--- config.mk ---
export PLATFORM = sky130hd
export DESIGN_NAME = sdc_ctrl
export DESIGN_NICKNAME = d
export VERILOG_FILES = /design/src/hw/rtl/sdc_pkg.sv /design/src/hw/rtl/sdc_ctrl.sv
export VERILOG_INCLUDE_DIRS = /design/src /design/src/hw/rtl
export SDC_FILE = /design/constraint.sdc
export NUM_CORES = 1
export LEC_CHECK = 0
export ABC_CLOCK_PERIOD_IN_PS = 3700
export BUFFER_PORTS_ARGS = -buffer_cell sky130_fd_sc_hd__buf_4
export CORE_AREA = 4 4 41 43
export CTS_BUF_LIST = sky130_fd_sc_hd__clkbuf_16
export DETAILED_ROUTE_END_ITERATION = 10
export DIE_AREA = 0 0 45 47
export PLACE_DENSITY = 0.63
export SLEW_MARGIN = 20
export SYNTH_ARGS = -nofsm -noshare
export SYNTH_HDL_FRONTEND = slang
export SYNTH_SLANG_ARGS = --single-unit
--- constraint.sdc ---
create_clock -name i_clk -period 3.7 [get_ports i_clk]
set_input_delay 0.37 -clock i_clk [delete_from_list [all_inputs] [get_ports i_clk]]
set_output_delay 0.37 -clock i_clk [all_outputs]
set_load 0.005 [all_outputs]
--- src/hw/rtl/sparse_dirichlet_condensation_top_defines.svh ---
// assertion macros shared by the condensation block
// no dependencies; included by the controller and the datapath
`ifndef SPARSE_DIRICHLET_CONDENSATION_TOP_DEFINES_SVH
`define SPARSE_DIRICHLET_CONDENSATION_TOP_DEFINES_SVH
`ifndef SYNTHESIS
// same-cycle implication
`define SDC_ASSERT_NOW(lbl, clk, rst_n, ante, cons, msg) \
    lbl: assert property (@(posedge clk) disable iff (!rst_n) (ante) |-> (cons)) \
        else $error(msg);
// next-cycle implication
`define SDC_ASSERT_NEXT(lbl, clk, rst_n, ante, cons, msg) \
    lbl: assert property (@(posedge clk) disable iff (!rst_n) (ante) |=> (cons)) \
        else $error(msg);
`else
`define SDC_ASSERT_NOW(lbl, clk, rst_n, ante, cons, msg)
`define SDC_ASSERT_NEXT(lbl, clk, rst_n, ante, cons, msg)
`endif
`endif

--- src/hw/rtl/sdc_pkg.sv ---
// types and constants of the condensation block
// no dependencies; used by the interfaces, controller, datapath and top level
package sdc_pkg;

    localparam int IDX_W     = 12;
    localparam int VAL_W     = 32;
    localparam int CNT_W     = 13;
    localparam int ACC_W     = 48;
    localparam int OP_W      = 3;
    localparam int CFG_IDX_W = 2;

    // item opcodes
    localparam logic [OP_W-1:0] OP_CLEAR   = 3'd0;
    localparam logic [OP_W-1:0] OP_MARK    = 3'd1;
    localparam logic [OP_W-1:0] OP_SEAL    = 3'd2;
    localparam logic [OP_W-1:0] OP_ENTRY   = 3'd3;
    localparam logic [OP_W-1:0] OP_ROW_END = 3'd4;

    // register indexes
    localparam logic [CFG_IDX_W-1:0] CFG_MODE   = 2'd0;
    localparam logic [CFG_IDX_W-1:0] CFG_OFFSET = 2'd1;
    localparam logic [CFG_IDX_W-1:0] CFG_DIAG   = 2'd2;

    localparam logic MODE_SYSTEM     = 1'b0;
    localparam logic MODE_CONSTRAINT = 1'b1;

    localparam logic KIND_MATRIX = 1'b0;
    localparam logic KIND_RHS    = 1'b1;

    localparam logic [VAL_W-1:0] VAL_MAX = 32'h7fff_ffff;
    localparam logic [VAL_W-1:0] VAL_MIN = 32'h8000_0000;
    localparam logic [ACC_W-1:0] ACC_MAX = 48'h7fff_ffff_ffff;
    localparam logic [ACC_W-1:0] ACC_MIN = 48'h8000_0000_0000;

    typedef enum logic [3:0] {
        S_CLEAR,
        S_IDLE,
        S_DISPATCH,
        S_SEAL,
        S_SEAL_END,
        S_EVAL,
        S_MUL,
        S_ACC,
        S_EMIT
    } t_state;

    // what the looked-up item turns into
    typedef enum logic [1:0] {
        EV_NONE,
        EV_EMIT,
        EV_MUL
    } t_eval;

    typedef struct packed {
        logic capture;
        logic row_restart;
        logic sweep_rst;
        logic clear_wr;
        logic seal_rd;
        logic mark_wr;
        logic eval;
        logic mul;
        logic acc;
        logic emit;
    } t_cmd;

    typedef struct packed {
        logic [OP_W-1:0] op;
        logic            sweep_last;
        logic            out_free;
        t_eval           ev;
    } t_status;

endpackage

--- src/hw/rtl/sdc_ctrl.sv ---
// sequencer of the condensation block: sweeps, lookups, multiply-accumulate, result hand-off
// depends on sdc_pkg and the assertion macro header
`include "sparse_dirichlet_condensation_top_defines.svh"

module sdc_ctrl (
    input  logic             i_clk,
    input  logic             i_rst_n,
    input  logic             i_in_valid,
    output logic             o_in_ready,
    input  sdc_pkg::t_status i_status,
    output sdc_pkg::t_cmd    o_cmd
);

    sdc_pkg::t_state r_state;
    sdc_pkg::t_state n_state;

    always_ff @(posedge i_clk) begin
        if (!i_rst_n) begin
            r_state <= sdc_pkg::S_CLEAR;
        end else begin
            r_state <= n_state;
        end
    end

    always_comb begin
        n_state = r_state;
        unique case (r_state)
            sdc_pkg::S_CLEAR: begin
                if (i_status.sweep_last) n_state = sdc_pkg::S_IDLE;
            end
            sdc_pkg::S_IDLE: begin
                if (i_in_valid) n_state = sdc_pkg::S_DISPATCH;
            end
            sdc_pkg::S_DISPATCH: begin
                case (i_status.op)
                    sdc_pkg::OP_CLEAR:   n_state = sdc_pkg::S_CLEAR;
                    sdc_pkg::OP_SEAL:    n_state = sdc_pkg::S_SEAL;
                    sdc_pkg::OP_ENTRY:   n_state = sdc_pkg::S_EVAL;
                    sdc_pkg::OP_ROW_END: n_state = sdc_pkg::S_EVAL;
                    default:             n_state = sdc_pkg::S_IDLE;
                endcase
            end
            sdc_pkg::S_SEAL: begin
                if (i_status.sweep_last) n_state = sdc_pkg::S_SEAL_END;
            end
            sdc_pkg::S_SEAL_END: begin
                n_state = sdc_pkg::S_IDLE;
            end
            sdc_pkg::S_EVAL: begin
                unique case (i_status.ev)
                    sdc_pkg::EV_EMIT: n_state = sdc_pkg::S_EMIT;
                    sdc_pkg::EV_MUL:  n_state = sdc_pkg::S_MUL;
                    default:          n_state = sdc_pkg::S_IDLE;
                endcase
            end
            sdc_pkg::S_MUL: begin
                n_state = sdc_pkg::S_ACC;
            end
            sdc_pkg::S_ACC: begin
                n_state = sdc_pkg::S_IDLE;
            end
            sdc_pkg::S_EMIT: begin
                if (i_status.out_free) n_state = sdc_pkg::S_IDLE;
            end
            default: begin
                n_state = sdc_pkg::S_IDLE;
            end
        endcase
    end

    always_comb begin
        o_cmd      = '0;
        o_in_ready = 1'b0;
        unique case (r_state)
            sdc_pkg::S_CLEAR: begin
                o_cmd.clear_wr = 1'b1;
            end
            sdc_pkg::S_IDLE: begin
                o_in_ready    = 1'b1;
                o_cmd.capture = i_in_valid;
            end
            sdc_pkg::S_DISPATCH: begin
                case (i_status.op)
                    sdc_pkg::OP_CLEAR: begin
                        o_cmd.row_restart = 1'b1;
                        o_cmd.sweep_rst   = 1'b1;
                    end
                    sdc_pkg::OP_SEAL: begin
                        o_cmd.row_restart = 1'b1;
                        o_cmd.sweep_rst   = 1'b1;
                    end
                    sdc_pkg::OP_MARK: begin
                        o_cmd.mark_wr = 1'b1;
                    end
                    default: begin
                    end
                endcase
            end
            sdc_pkg::S_SEAL: begin
                o_cmd.seal_rd = 1'b1;
            end
            sdc_pkg::S_EVAL: begin
                o_cmd.eval = 1'b1;
            end
            sdc_pkg::S_MUL: begin
                o_cmd.mul = 1'b1;
            end
            sdc_pkg::S_ACC: begin
                o_cmd.acc = 1'b1;
            end
            sdc_pkg::S_EMIT: begin
                o_cmd.emit = i_status.out_free;
            end
            default: begin
            end
        endcase
    end

    `SDC_ASSERT_NEXT(a_capture_dispatch, i_clk, i_rst_n, o_cmd.capture, r_state == sdc_pkg::S_DISPATCH, "captured item not dispatched")
    `SDC_ASSERT_NOW(a_emit_free, i_clk, i_rst_n, o_cmd.emit, i_status.out_free, "result loaded over a waiting result")
    `SDC_ASSERT_NEXT(a_seal_end_idle, i_clk, i_rst_n, r_state == sdc_pkg::S_SEAL_END, r_state == sdc_pkg::S_IDLE, "seal did not return to idle")

endmodule

* Word level (Yosys, flattened, before mapping) *
Cells that the tools add are included.

storage, ports and cells
  bits in registers = 4
  output and inout port bits = 11
  word-level logic and storage cells = 42

operators by class
  eq/ne operators = 17
  muxes and demuxes = 19
  reductions and logical operators = 5

operators by type and width
  operator            number
  $pmux 4 s7          1
  $mux 4              4
  $eq 4x3->1 const B  3
  $mux 1              10
  $pmux 3 s3          1
  $eq 4x2->1 const B  2
  $ne 2x2->1 const B  4
  $pmux 4 s2          1
  $eq 3x2->1 const B  2
  $eq 4x1->1 const B  1
  $eq 4x4->1 const B  1
  $logic_not 4->1     1
  $mux 2              2
  $reduce_and 4->1    1
  $reduce_or 2->1     2
  $eq 3x1->1 const B  1
  $eq 3x3->1 const B  1
  $logic_not 3->1     1
  $eq 2x1->1 const B  1
  $eq 2x2->1 const B  1

* Logic depth before layout (Yosys ltp) *
Gate-level depths: netlist of the first run.

  depth in word-level cells = 4
  depth in mapped cells = 6
  gate-level depth less buffers = 6

* Worst setup path before layout of the first run *
No wires, ideal clock.

  kind = reg2out
  from = reg r_state[1]
  to = out o_cmd[4] (netlist bit)
  arrival = 1.210 ns
  required time = 3.330 ns
  setup slack = 2.120 ns
  stages on the path, launching flop included = 4
  buffers on the path = 1
  cells stage by stage = dfxtp_1 > buf_6 > or4b_4 > nor4b_1

RTL lines
  what                    RTL line        text
  start, declared         sdc_ctrl.sv:14  sdc_pkg::t_state r_state;
  start signal, assigned  sdc_ctrl.sv:19  r_state <= sdc_pkg::S_CLEAR;
  start signal, assigned  sdc_ctrl.sv:21  r_state <= n_state;
  end, declared           sdc_ctrl.sv:11  output sdc_pkg::t_cmd o_cmd

==> results.txt, run 1 <==
----------------------------------------------------
[Run status]
  Status ... finished clean

[Global route]
  Fraction of met1 tracks used by global routing ... 0.180
  Grt total ovfl ... 0
  Via count of the first global-routing pass ... 486
  Pin count of the biggest net entering global routing ... 14
  Wire length of the first global-routing pass ... 2090 um
  Global routing usage on met3 ... 0.0192
  Overall routing resource usage ... 0.138
  Met2 global-route usage ... 0.215
  Number of antenna violations at the first check in global routing ... 0
  GRT Max-Usage Layer ... met2

[Timing]
  Final Skew ... 4.11 ps
  Final-report hold violation count ... 0
  Final hold slack ... 413 ps
  Relative slew slack ... 0.695
  Minimum clock period after layout ... 2060 ps
  Actual transition at the worst max-transition pin ... 453 ps
  RSZ-0062 raised after global routing ... no
  Final worst path period share ... 0.558
  Setup violators final ... 0
  Achievable clock frequency ... 485 MHz
  Setup WS post-layout ... 1640 ps
  Max-slew violation count ... 0
  Setup TNS ... 0 ps

[Synth]
  Post-synthesis average cell area ... 7.89 um^2
  Number of warnings issued by yosys ... 0
  Post-synthesis cell count ... 59
  Cell Area, Synth ... 465 um^2
  Synthesized netlist net count ... 71
  Number of distinct library cells after synthesis ... 36
  Portion of the post-synthesis area used by sequential elements ... 0.172
  Register bit count reported by yosys ... 4
  Synth Flop Type ... sky130_fd_sc_hd__dfxtp_1
  Proportion of synthesized flip-flops having asynchronous set or reset ... 0
  Post-synth EDFFs ... 0

[Detailed routing]
  Total wirelength of the detailed-routed design ... 1270 um
  DR vias/cell ... 5.14
  Number of detailed-route iterations in the first pass ... 3
  Detailed router's first-iteration violation count ... 16
  Final routed wire length divided by cell count ... 13.7 um
  Count of unresolved DRC violations after routing ... 0
  Via count of the routed design ... 478
  Antenna Violating Nets Remaining ... 0

[Final layout]
  Area growth from synthesis to layout ... 46.2%
  Ratio of cells with drive above 1 in the final layout ... 0.385
  Count of filler cells inserted in the layout ... 127
  Max FFs per register ... 4
  Net count of the finished layout ... 92
  Diode count ... 0
  Utilization after layout ... 0.523
  Most common cell after layout, fill and taps aside ... sky130_fd_sc_hd__buf_4
  Cell area after layout ... 681 um^2
  Final cell count without fillers ... 93
  Most flop-heavy register ... r_state
  Registers with the highest flip-flop counts ... r_state: 4 flops
  Commonest cells after routing, fill and taps aside ... sky130_fd_sc_hd__buf_4, sky130_fd_sc_hd__nor2_1, sky130_fd_sc_hd__inv_1

[Critical path]
  Category of the worst setup path capture point ... primary output
  Delay of the slowest critical-path stage ... 530 ps
  Cell-by-cell trace of the critical path ... or4b_4 -> nor4b_1 -> buf_4
  Critical path type ... reg -> out
  Worst r2r path cells ... 4
  Launching element type of the critical path ... register
  Endpoint arrival time on the critical path ... 1690 ps
  CP required ... 3330 ps
  Critical-path maximum fanout ... 10
  Critical register-to-register path startpoint ... r_state[0]$_SDFFE_PN0P_
  Register-to-register setup slack ... 2030 ps
  Endpoint of the lowest-slack register-to-register path ... r_state[1]$_SDFFE_PN0P_
  Worst path slowest cell ... sky130_fd_sc_hd__or4b_4

[Pwr]
  Pwr per Cell Area ... 383 nW/um^2
  Switching power share of the total ... 0.210
  Pwr Total ... 0.261 mW
  Part of the power in the clock network ... 0.651
  Combinational cell fraction of total power ... 0.154
  Cell internal power dissipation ... 0.206 mW
  Standby leakage power ... 0.307 nW
  Reg power frac ... 0.195
  Peak supply drop ... 0.189 mV
  Net switching power of the design ... 0.0549 mW

[Clocking]
  Number of gates given a new drive strength after cts ... 0
  Total clock buffers created by CTS ... 3
  Clock latency reported for the late side of the worst-skew pair ... 230 ps
  Reg clk slew, reported paths ... 30 ps
  CTS tree ... built
  CTS hold repair buffers ... 0
  Htree depth ... 1
  Maximum clock insertion buffer count ... 2
  Total number of clock tree sinks ... 4
  Post-CTS Setup Repair Bufs ... 0
  Clock root cell ... sky130_fd_sc_hd__clkbuf_16

[Placement]
  Placed standard-cell area ... 606 um^2
  Post-placement setup slack ... 1890 ps
  Port buffer count ... 20
  GPL Wtd Cong ... 0.766
  Cell count after placement ... 90
  HPWL reported at the end of detailed placement ... 932 um

[Hold path]
  Worst Hold Path EP ... r_state[0]$_SDFFE_PN0P_
  Class of the worst hold path ... in -> reg
  Cell depth of the worst hold path ... 3
  Startpoint of the worst hold path ... i_rst_n

[Floorplan]
  Vert. Die Dim ... 47 um
  Initial core utilization ... 0.358
  Core region area ... 1300 um^2
  Ports placed on the boundary ... 21
  Die width ... 45 um
  Number of cell rows ... 13
  Die footprint ... 2120 um^2

[Run]
  Max-cap viol count ... 0

----------------------------------------------------
[Yosys cell counts (all sizes together), types with 2 or more instances]
cell type  instances  area, um^2
nand2b             3        21.3
nand2              4        15.0
nor3               3        26.3
nor2               6        22.5
ha                 2        25.0
buf                4        28.8
inv                6        22.5
nor4               2        12.5
dfxtp              4        80.1
nor2b              3        18.8
and4               2        18.8
or3b               2        17.5
[layout make-up]
cell class / instances / area [um^2] / share of cell area
well taps: 15 / 18.8 / 0.0276
flip-flops and latches: 4 / 80.1 / 0.118
clock buffers: 3 / 75.1 / 0.110
multi-input cells: 45 / 334 / 0.491
inverters: 6 / 22.5 / 0.0331
repair buffers: 20 / 150 / 0.221
[kinds of logic after synthesis]
kind of cell,synth area share
adders and majority gates,0.0538
buffers and inverters,0.110
muxes,0.0215
AOI/OAI and AO/OA,0.223
and+or+nand+nor,0.419
DFF,0.172
[worst max-delay path, delay by kind of cell, from the launching register on]
family,cells,cell delay (ps)
simple gates,2,780
flops,1,520
buf+inv,1,160
[power groups by stage]
stage | sequential (mW) | combinational, mW | clock [mW]
after floorplan | 0.0468 | 0.0246 | 0
after global placement | 0.0509 | 0.0404 | 0
after detailed placement | 0.0512 | 0.0400 | 0
after CTS | 0.0508 | 0.0404 | 0.168
after global routing | 0.0514 | 0.0444 | 0.173
final | 0.0509 | 0.0402 | 0.170
[how the worst max path moves through the flow]
| stage | startpoint | cells after the start | to |
|---|---|---|---|
| after CTS | r_state[1]$_SDFFE_PN0P_ | 3 | o_cmd[4] |
| after global routing | r_state[1]$_SDFFE_PN0P_ | 3 | o_cmd[4] |
| final | r_state[1]$_SDFFE_PN0P_ | 3 | o_cmd[4] |
| after detailed placement | r_state[1]$_SDFFE_PN0P_ | 3 | o_cmd[4] |
| after global placement | r_state[1]$_SDFFE_PN0P_ | 3 | o_cmd[4] |
| after floorplan | r_state[1]$_SDFFE_PN0P_ | 3 | o_cmd[4] |
[routing by layer]
layer | share of wire | vias up
met2 | 0.47 | 13
met4 | 0.011 | 0
met5 | 0 | -
li1 | - | 255
met1 | 0.46 | 208
met3 | 0.059 | 2
No activity file was read; power rests on OpenSTA's default activity.
==> run 2, diff against run 1 <==
--- a/config.mk
+++ b/config.mk
@@ -6,13 +6,13 @@
 export SDC_FILE = /design/constraint.sdc
 export NUM_CORES = 1
 export LEC_CHECK = 0
-export ABC_CLOCK_PERIOD_IN_PS = 3700
+export ABC_CLOCK_PERIOD_IN_PS = 1800
 export BUFFER_PORTS_ARGS = -buffer_cell sky130_fd_sc_hd__buf_4
 export CORE_AREA = 4 4 41 43
 export CTS_BUF_LIST = sky130_fd_sc_hd__clkbuf_16
 export DETAILED_ROUTE_END_ITERATION = 10
 export DIE_AREA = 0 0 45 47
-export PLACE_DENSITY = 0.63
+export PLACE_DENSITY = 0.66
 export SLEW_MARGIN = 20
 export SYNTH_ARGS = -nofsm -noshare
 export SYNTH_HDL_FRONTEND = slang
==> constraint.sdc (replaced) <==
create_clock -name i_clk -period 1.8 [get_ports i_clk]
set_input_delay 0.18 -clock i_clk [delete_from_list [all_inputs] [get_ports i_clk]]
set_output_delay 0.18 -clock i_clk [all_outputs]
set_load 0.005 [all_outputs]
==> run 2 against run 1 <==
Compared with the run above:
- cell count is 3.2% higher
- clock power is 100% higher
- sequential power is 87% higher
- critical path type unchanged
- largest cell class unchanged
- critical path depth stayed put
- non-clock buffer count is 3 higher
- total power is 110% higher
- first-iteration DRC count is 6.3% lower
- worst setup slack worse by 1500 ps
- sequential cell count stayed put
- wire length is 4.0% higher
- core utilization is 2.2 points higher
- die area stayed put
==> results.txt, run 2 (same netlist as run 1, synthesis figures left out) <==
----------------------------------------------------
[Detailed routing]
  Antenna Violating Nets Remaining ... 0 (unchanged)
  Final routed wire length divided by cell count ... 13.8 um (was 13.7 um)
  DR vias/cell ... 5.35 (was 5.14)
  Via count of the routed design ... 514 (was 478)
  Total wirelength of the detailed-routed design ... 1320 um (was 1270 um)
  Count of unresolved DRC violations after routing ... 0 (unchanged)
  Number of detailed-route iterations in the first pass ... 4 (was 3)
  Detailed router's first-iteration violation count ... 15 (was 16)

[Clocking]
  Maximum clock insertion buffer count ... 2 (unchanged)
  Clock root cell ... sky130_fd_sc_hd__clkbuf_16 (unchanged)
  CTS tree ... built (unchanged)
  CTS hold repair buffers ... 0 (unchanged)
  Post-CTS Setup Repair Bufs ... 0 (unchanged)
  Htree depth ... 1 (unchanged)
  Clock latency reported for the late side of the worst-skew pair ... 220 ps (was 230 ps)
  Number of gates given a new drive strength after cts ... 0 (unchanged)
  Reg clk slew, reported paths ... 30 ps (about the same)
  Total number of clock tree sinks ... 4 (unchanged)
  Total clock buffers created by CTS ... 3 (unchanged)

[Final layout]
  Most flop-heavy register ... r_state (unchanged)
  Count of filler cells inserted in the layout ... 140 (was 127)
  Net count of the finished layout ... 95 (was 92)
  Utilization after layout ... 0.545 (was 0.523)
  Commonest cells after routing, fill and taps aside ... sky130_fd_sc_hd__buf_4, sky130_fd_sc_hd__nor2_1, sky130_fd_sc_hd__inv_1 (unchanged)
  Footprint of the multi-input gates ... 340 um^2 (was 334 um^2)
  Most common cell after layout, fill and taps aside ... sky130_fd_sc_hd__buf_4 (unchanged)
  Area growth from synthesis to layout ... 52.4% (was 46.2%)
  Registers with the highest flip-flop counts ... r_state: 4 flops (unchanged)
  Seq. cell area ... 80.1 um^2 (unchanged)
  Ratio of cells with drive above 1 in the final layout ... 0.420 (was 0.385)
  Diode count ... 0 (unchanged)
  Max FFs per register ... 4 (unchanged)

[Global route]
  Grt total ovfl ... 0 (unchanged)
  Number of antenna violations at the first check in global routing ... 0 (unchanged)
  Wire length of the first global-routing pass ... 2140 um (was 2090 um)
  Via count of the first global-routing pass ... 514 (was 486)
  Pin count of the biggest net entering global routing ... 12 (was 14)
  Overall routing resource usage ... 0.141 (was 0.138)

[Critical path]
  Critical path type ... reg -> out (unchanged)
  Endpoint arrival time on the critical path ... 1500 ps (was 1690 ps)
  Critical-path maximum fanout ... 8 (was 10)
  Launching element type of the critical path ... register (unchanged)
  Launching instance or port of the critical path ... r_state[3]$_SDFFE_PN0P_ (was r_state[1]$_SDFFE_PN0P_)
  Critical register-to-register path startpoint ... r_state[0]$_SDFFE_PN0P_ (unchanged)
  CP required ... 1620 ps (was 3330 ps)
  Category of the worst setup path capture point ... primary output (unchanged)

[Timing]
  Setup TNS ... 0 ps (unchanged)
  Setup violators final ... 0 (unchanged)
  Relative slew slack ... 0.706 (was 0.695)
  Minimum clock period after layout ... 1680 ps
  Actual transition at the worst max-transition pin ... 437 ps (was 453 ps)
  Max-slew violation count ... 0 (unchanged)
  Final Skew ... 1.68 ps (was 4.11 ps)
  Final-report hold violation count ... 0 (unchanged)
  Final worst path period share ... 0.934
  RSZ-0062 raised after global routing ... no (unchanged)
  Achievable clock frequency ... 595 MHz

[Pwr]
  Reg power frac ... 0.177 (was 0.195)
  Net switching power of the design ... 0.112 mW (was 0.0549 mW)
  Peak supply drop ... 0.756 mV (was 0.189 mV)
  Standby leakage power ... 0.324 nW (was 0.307 nW)
  Pwr per Cell Area ... 761 nW/um^2 (was 383 nW/um^2)
  Combinational cell fraction of total power ... 0.180 (was 0.154)
  Cell internal power dissipation ... 0.427 mW (was 0.206 mW)
  Switching power share of the total ... 0.208 (was 0.210)
  Part of the power in the clock network ... 0.644 (was 0.651)

[Placement]
  HPWL reported at the end of detailed placement ... 1000 um (was 932 um)
  GPL Wtd Cong ... 0.780 (was 0.766)
  Port buffer count ... 20 (unchanged)

[Run status]
  Status ... finished clean (unchanged)

[Hold path]
  Class of the worst hold path ... in -> reg (unchanged)
  Startpoint of the worst hold path ... i_rst_n (unchanged)

[Floorplan]
  Number of cell rows ... 13 (unchanged)
  Core region area ... 1300 um^2 (unchanged)
  Ports placed on the boundary ... 21 (unchanged)
  Initial core utilization ... 0.358 (unchanged)
  Die width ... 45 um (unchanged)
  Die footprint ... 2120 um^2 (unchanged)
  Vert. Die Dim ... 47 um (unchanged)

[Run]
  Max-cap viol count ... 0 (unchanged)

----------------------------------------------------
[run 2: changes by cell type in the layout (fill, tap and decap cells not counted), sizes merged]
cell / change
buf: +3
[run 2: worst paths after layout]
check | slack [ps] | to | cells past startpoint
min reg2reg | 580 | r_state[3]$_SDFFE_PN0P_ | 2
max reg2reg | 270 | r_state[1]$_SDFFE_PN0P_ | 5
max | 120 | o_cmd[4] | 3
min | 200 | r_state[1]$_SDFFE_PN0P_ | 2
[run 2: power groups by stage]
stage                     Sequential (mW)  Combinational (mW)  Clock [mW]
after global routing               0.0959               0.108       0.356
after detailed placement           0.0966              0.0962           0
final                              0.0954              0.0969       0.347
after CTS                          0.0954              0.0974       0.350
after global placement             0.0963              0.0956           0
after floorplan                    0.0963              0.0506           0
[run 2: worst max-delay path, cell delays in order, from the launching register on]
cell	delay, ps
sky130_fd_sc_hd__dfxtp_1	370
sky130_fd_sc_hd__or4b_4	540
sky130_fd_sc_hd__nor4b_2	220
sky130_fd_sc_hd__buf_4	140
[run 2: through the flow]
step                hold slack, ps  instance area [um^2]  power [mW]  std cells  setup slack [ps]
finish                         205                   709       0.540         96               118
global route                   225                   709       0.560         96              79.7
CTS                            204                   703       0.543         96              76.2
detailed placement             433                   628       0.193         93               286
global placement               432                   628       0.192         93               312
floorplan                      312                   465       0.147         59               394
[run 2: metal layers]
layer	GRT usage	part of all wire
met5	0	0
met4	0.0526	0.011
met3	0.0460	0.11
met2	0.266	0.48
met1	0.145	0.41
[run 2: cell type report]
cell class              count  share of cell area
well taps                  15              0.0265
repair buffers             23               0.243
flip-flops and latches      4               0.113
inverters                   6              0.0317
multi-input cells          45               0.480
clock buffers               3               0.106
==> run 3, diff against run 2 <==
--- a/config.mk
+++ b/config.mk
@@ -6,13 +6,15 @@
 export SDC_FILE = /design/constraint.sdc
 export NUM_CORES = 1
 export LEC_CHECK = 0
+export ABC_AREA = 1
 export ABC_CLOCK_PERIOD_IN_PS = 1800
 export BUFFER_PORTS_ARGS = -buffer_cell sky130_fd_sc_hd__buf_4
 export CORE_AREA = 4 4 41 43
 export CTS_BUF_LIST = sky130_fd_sc_hd__clkbuf_16
 export DETAILED_ROUTE_END_ITERATION = 10
 export DIE_AREA = 0 0 45 47
-export PLACE_DENSITY = 0.66
+export PLACE_DENSITY = 0.63
+export REMOVE_ABC_BUFFERS = 1
 export SLEW_MARGIN = 20
 export SYNTH_ARGS = -nofsm -noshare
 export SYNTH_HDL_FRONTEND = slang
==> run 3 against run 2 <==
Compared with the run above:
- worst setup slack gained 150 ps
- core utilization shrank 4.0 points
- synthesized cell count grew 27%
==> results.txt, run 3 <==
----------------------------------------------------
[Run]
  Max-cap viol count ... 0 (unchanged)

[Clocking]
  Htree depth ... 1 (unchanged)
  CTS tree ... built (unchanged)
  Reg clk slew, reported paths ... 30 ps (about the same)
  Total number of clock tree sinks ... 4 (unchanged)
  Number of gates given a new drive strength after cts ... 0 (unchanged)
  Clock root cell ... sky130_fd_sc_hd__clkbuf_16 (unchanged)
  Post-CTS Setup Repair Bufs ... 0 (unchanged)
  Clock latency reported for the late side of the worst-skew pair ... 220 ps (about the same)
  CTS hold repair buffers ... 0 (unchanged)
  Maximum clock insertion buffer count ... 2 (unchanged)
  Total clock buffers created by CTS ... 3 (unchanged)

[Critical path]
  Cell-by-cell trace of the critical path ... nor2_1 -> nand3_1 -> nor4_1 -> buf_4 (was or4b_4 -> nor4b_2 -> buf_4)
  Category of the worst setup path capture point ... primary output (unchanged)
  Launching element type of the critical path ... register (unchanged)
  Critical-path maximum fanout ... 6 (was 8)
  CP required ... 1620 ps (about the same)
  Family of cells with the greatest summed delay on the critical path ... simple AND/OR/NAND/NOR gates (unchanged)
  Delay of the slowest critical-path stage ... 360 ps (was 540 ps)
  Critical path type ... reg -> out (unchanged)
  Endpoint arrival time on the critical path ... 1360 ps (was 1500 ps)
  Worst path slowest cell ... sky130_fd_sc_hd__dfxtp_1 (was sky130_fd_sc_hd__or4b_4)
  Buf+Inv Stages, Crit Path ... 1 (unchanged)

[Placement]
  Port buffer count ... 20 (unchanged)
  GPL Wtd Cong ... 0.849 (was 0.780)
  HPWL reported at the end of detailed placement ... 974 um (was 1000 um)

[Timing]
  Final Skew ... 0.586 ps (was 1.68 ps)
  Final worst path period share ... 0.853 (was 0.934)
  Final hold slack ... 218 ps (was 205 ps)
  Minimum clock period after layout ... 1540 ps (was 1680 ps)
  Actual transition at the worst max-transition pin ... 318 ps (was 437 ps)
  Setup TNS ... 0 ps (unchanged)
  Final-report hold violation count ... 0 (unchanged)
  Setup violators final ... 0 (unchanged)
  Achievable clock frequency ... 651 MHz (was 595 MHz)
  RSZ-0062 raised after global routing ... no (unchanged)
  Relative slew slack ... 0.786 (was 0.706)
  Max-slew violation count ... 0 (unchanged)

[Final layout]
  Utilization after layout ... 0.505 (was 0.545)
  Registers with the highest flip-flop counts ... r_state: 4 flops (unchanged)
  Max FFs per register ... 4 (unchanged)
  Count of filler cells inserted in the layout ... 144 (was 140)
  Net count of the finished layout ... 110 (was 95)
  Footprint of the multi-input gates ... 273 um^2 (was 340 um^2)
  Commonest cells after routing, fill and taps aside ... sky130_fd_sc_hd__buf_4, sky130_fd_sc_hd__inv_1, sky130_fd_sc_hd__nor2_1 (was sky130_fd_sc_hd__buf_4, sky130_fd_sc_hd__nor2_1, sky130_fd_sc_hd__inv_1)
  Most flop-heavy register ... r_state (unchanged)
  Seq. cell area ... 80.1 um^2 (unchanged)
  Most common cell after layout, fill and taps aside ... sky130_fd_sc_hd__buf_4 (unchanged)
  Area growth from synthesis to layout ... 53.5% (was 52.4%)
  Diode count ... 0 (unchanged)
  Ratio of cells with drive above 1 in the final layout ... 0.302 (was 0.420)

[Synth]
  Most used standard cells in the synthesized netlist ... sky130_fd_sc_hd__inv_1, sky130_fd_sc_hd__nor2_1, sky130_fd_sc_hd__nand2_1 (was sky130_fd_sc_hd__nor2_1, sky130_fd_sc_hd__inv_1, sky130_fd_sc_hd__dfxtp_1, sky130_fd_sc_hd__nand2_1, sky130_fd_sc_hd__nor2b_1)
  Post-synthesis average cell area ... 5.71 um^2 (was 7.89 um^2)
  Post-synthesis cell count ... 75 (was 59)
  Post-synthesis cell type with the largest combined area ... sky130_fd_sc_hd__dfxtp_1 (unchanged)
  Post-synth EDFFs ... 0 (unchanged)
  Proportion of synthesized flip-flops having asynchronous set or reset ... 0 (unchanged)
  Portion of the post-synthesis area used by sequential elements ... 0.187 (was 0.172)
  Area share of the largest cell type after synthesis ... 0.187 (was 0.172)
  Number of warnings issued by yosys ... 0 (unchanged)
  Number of distinct library cells after synthesis ... 18 (was 36)
  Synth Flop Type ... sky130_fd_sc_hd__dfxtp_1 (unchanged)
  Cell with the most instances after synthesis ... sky130_fd_sc_hd__inv_1 (was sky130_fd_sc_hd__nor2_1)
  Register bit count reported by yosys ... 4 (unchanged)
  Synth area leaders ... sky130_fd_sc_hd__dfxtp_1, sky130_fd_sc_hd__inv_1, sky130_fd_sc_hd__nor2_1, sky130_fd_sc_hd__nand2_1, sky130_fd_sc_hd__nand3_1 (was sky130_fd_sc_hd__dfxtp_1, sky130_fd_sc_hd__ha_1, sky130_fd_sc_hd__nor2_1, sky130_fd_sc_hd__inv_1, sky130_fd_sc_hd__nor2b_1)
  Cell Area, Synth ... 428 um^2 (was 465 um^2)

[Detailed routing]
  Total wirelength of the detailed-routed design ... 1130 um (was 1320 um)
  Via count of the routed design ... 537 (was 514)
  Detailed router's first-iteration violation count ... 18 (was 15)
  Count of unresolved DRC violations after routing ... 0 (unchanged)
  DR vias/cell ... 4.84 (was 5.35)
  Number of detailed-route iterations in the first pass ... 4 (unchanged)
  Final routed wire length divided by cell count ... 10.2 um (was 13.8 um)
  Antenna Violating Nets Remaining ... 0 (unchanged)

[Global route]
  Wire length of the first global-routing pass ... 1900 um (was 2140 um)
  Via count of the first global-routing pass ... 485 (was 514)
  Number of antenna violations at the first check in global routing ... 0 (unchanged)
  Grt total ovfl ... 0 (unchanged)
  Pin count of the biggest net entering global routing ... 9 (was 12)
  Overall routing resource usage ... 0.122 (was 0.141)

[Pwr]
  Standby leakage power ... 0.361 nW (was 0.324 nW)
  Pwr Total ... 0.708 mW (was 0.540 mW)
  Pwr per Cell Area ... 1080 nW/um^2 (was 761 nW/um^2)
  Peak supply drop ... 1.15 mV (was 0.756 mV)

[Floorplan]
  Die footprint ... 2120 um^2 (unchanged)
  Core region area ... 1300 um^2 (unchanged)
  Number of cell rows ... 13 (unchanged)
  Initial core utilization ... 0.329 (was 0.358)
  Die width ... 45 um (unchanged)
  Ports placed on the boundary ... 21 (unchanged)
  Vert. Die Dim ... 47 um (unchanged)

[Hold path]
  Class of the worst hold path ... in -> reg (unchanged)

[Run status]
  Status ... finished clean (unchanged)

----------------------------------------------------
[run 3: changes by cell type after synthesis, sizes merged, moves of 2 or more]
cell and delta:
nor2b -3, or3b -2, nand3 +6, nor2 +9
inv +10, nand2b -3, nand4 +3, o21ai +2
a21oi +3, and4 -2, nand2 +9, buf -2
[run 3: cell type report]
class,instances,area share
clock buffers,3,0.114
repair buffers,20,0.229
multi-input cells,53,0.415
inverters,16,0.0914
well taps,15,0.0286
flip-flops and latches,4,0.122
[run 3: layer usage]
layer | wire [um] | up-vias | track usage
li1 | - | 283 | -
met1 | 489 | 234 | 0.143
met2 | 547 | 18 | 0.203
met3 | 80 | 2 | 0.0383
met4 | 14 | 0 | 0.0526
met5 | 0 | - | 0
[run 3: cells by family after synthesis]
family	synth area share
buffers and inverters	0.175
adder cells (fa/ha/maj)	0.0585
AND/OR/NAND/NOR	0.497
flip-flops	0.187
AO/OA/AOI/OAI	0.0819
[run 3: path summary, 6_finish.rpt]
kind                                         startpoint                       to  slack (ps)  cells past startpoint
worst max-delay path            r_state[3]$_SDFFE_PN0P_                 o_cmd[4]         260                      4
worst min-delay path                            i_rst_n  r_state[0]$_SDFFE_PN0P_         220                      3
worst min register to register  r_state[0]$_SDFFE_PN0P_  r_state[0]$_SDFFE_PN0P_         590                      2
worst max register to register  r_state[2]$_SDFFE_PN0P_  r_state[1]$_SDFFE_PN0P_         550                      6
[run 3: worst register-to-register path, cell delays in order, from the launching register on]
cell and delay [ps]:
sky130_fd_sc_hd__dfxtp_1 340, sky130_fd_sc_hd__inv_1 120, sky130_fd_sc_hd__nor2_1 180, sky130_fd_sc_hd__nand3_1 170, sky130_fd_sc_hd__nand4_1 140, sky130_fd_sc_hd__nand2_1 50, sky130_fd_sc_hd__a21oi_1 160
[run 3: metrics by stage]
stage,cells,setup WS [ps],instance area (um^2)
floorplan,73,645,413
global placement,108,492,582
global route,111,63.4,657
CTS,111,282,657
finish,111,264,657
detailed placement,108,516,582
[run 3: power breakdown]
| part | internal, mW | total (mW) | switching (mW) |
|---|---|---|---|
| sequential | 0.104 | 0.124 | 0.0205 |
| combinational | 0.106 | 0.242 | 0.137 |
| clock | 0.283 | 0.341 | 0.0576 |
| total | 0.493 | 0.708 | 0.215 |
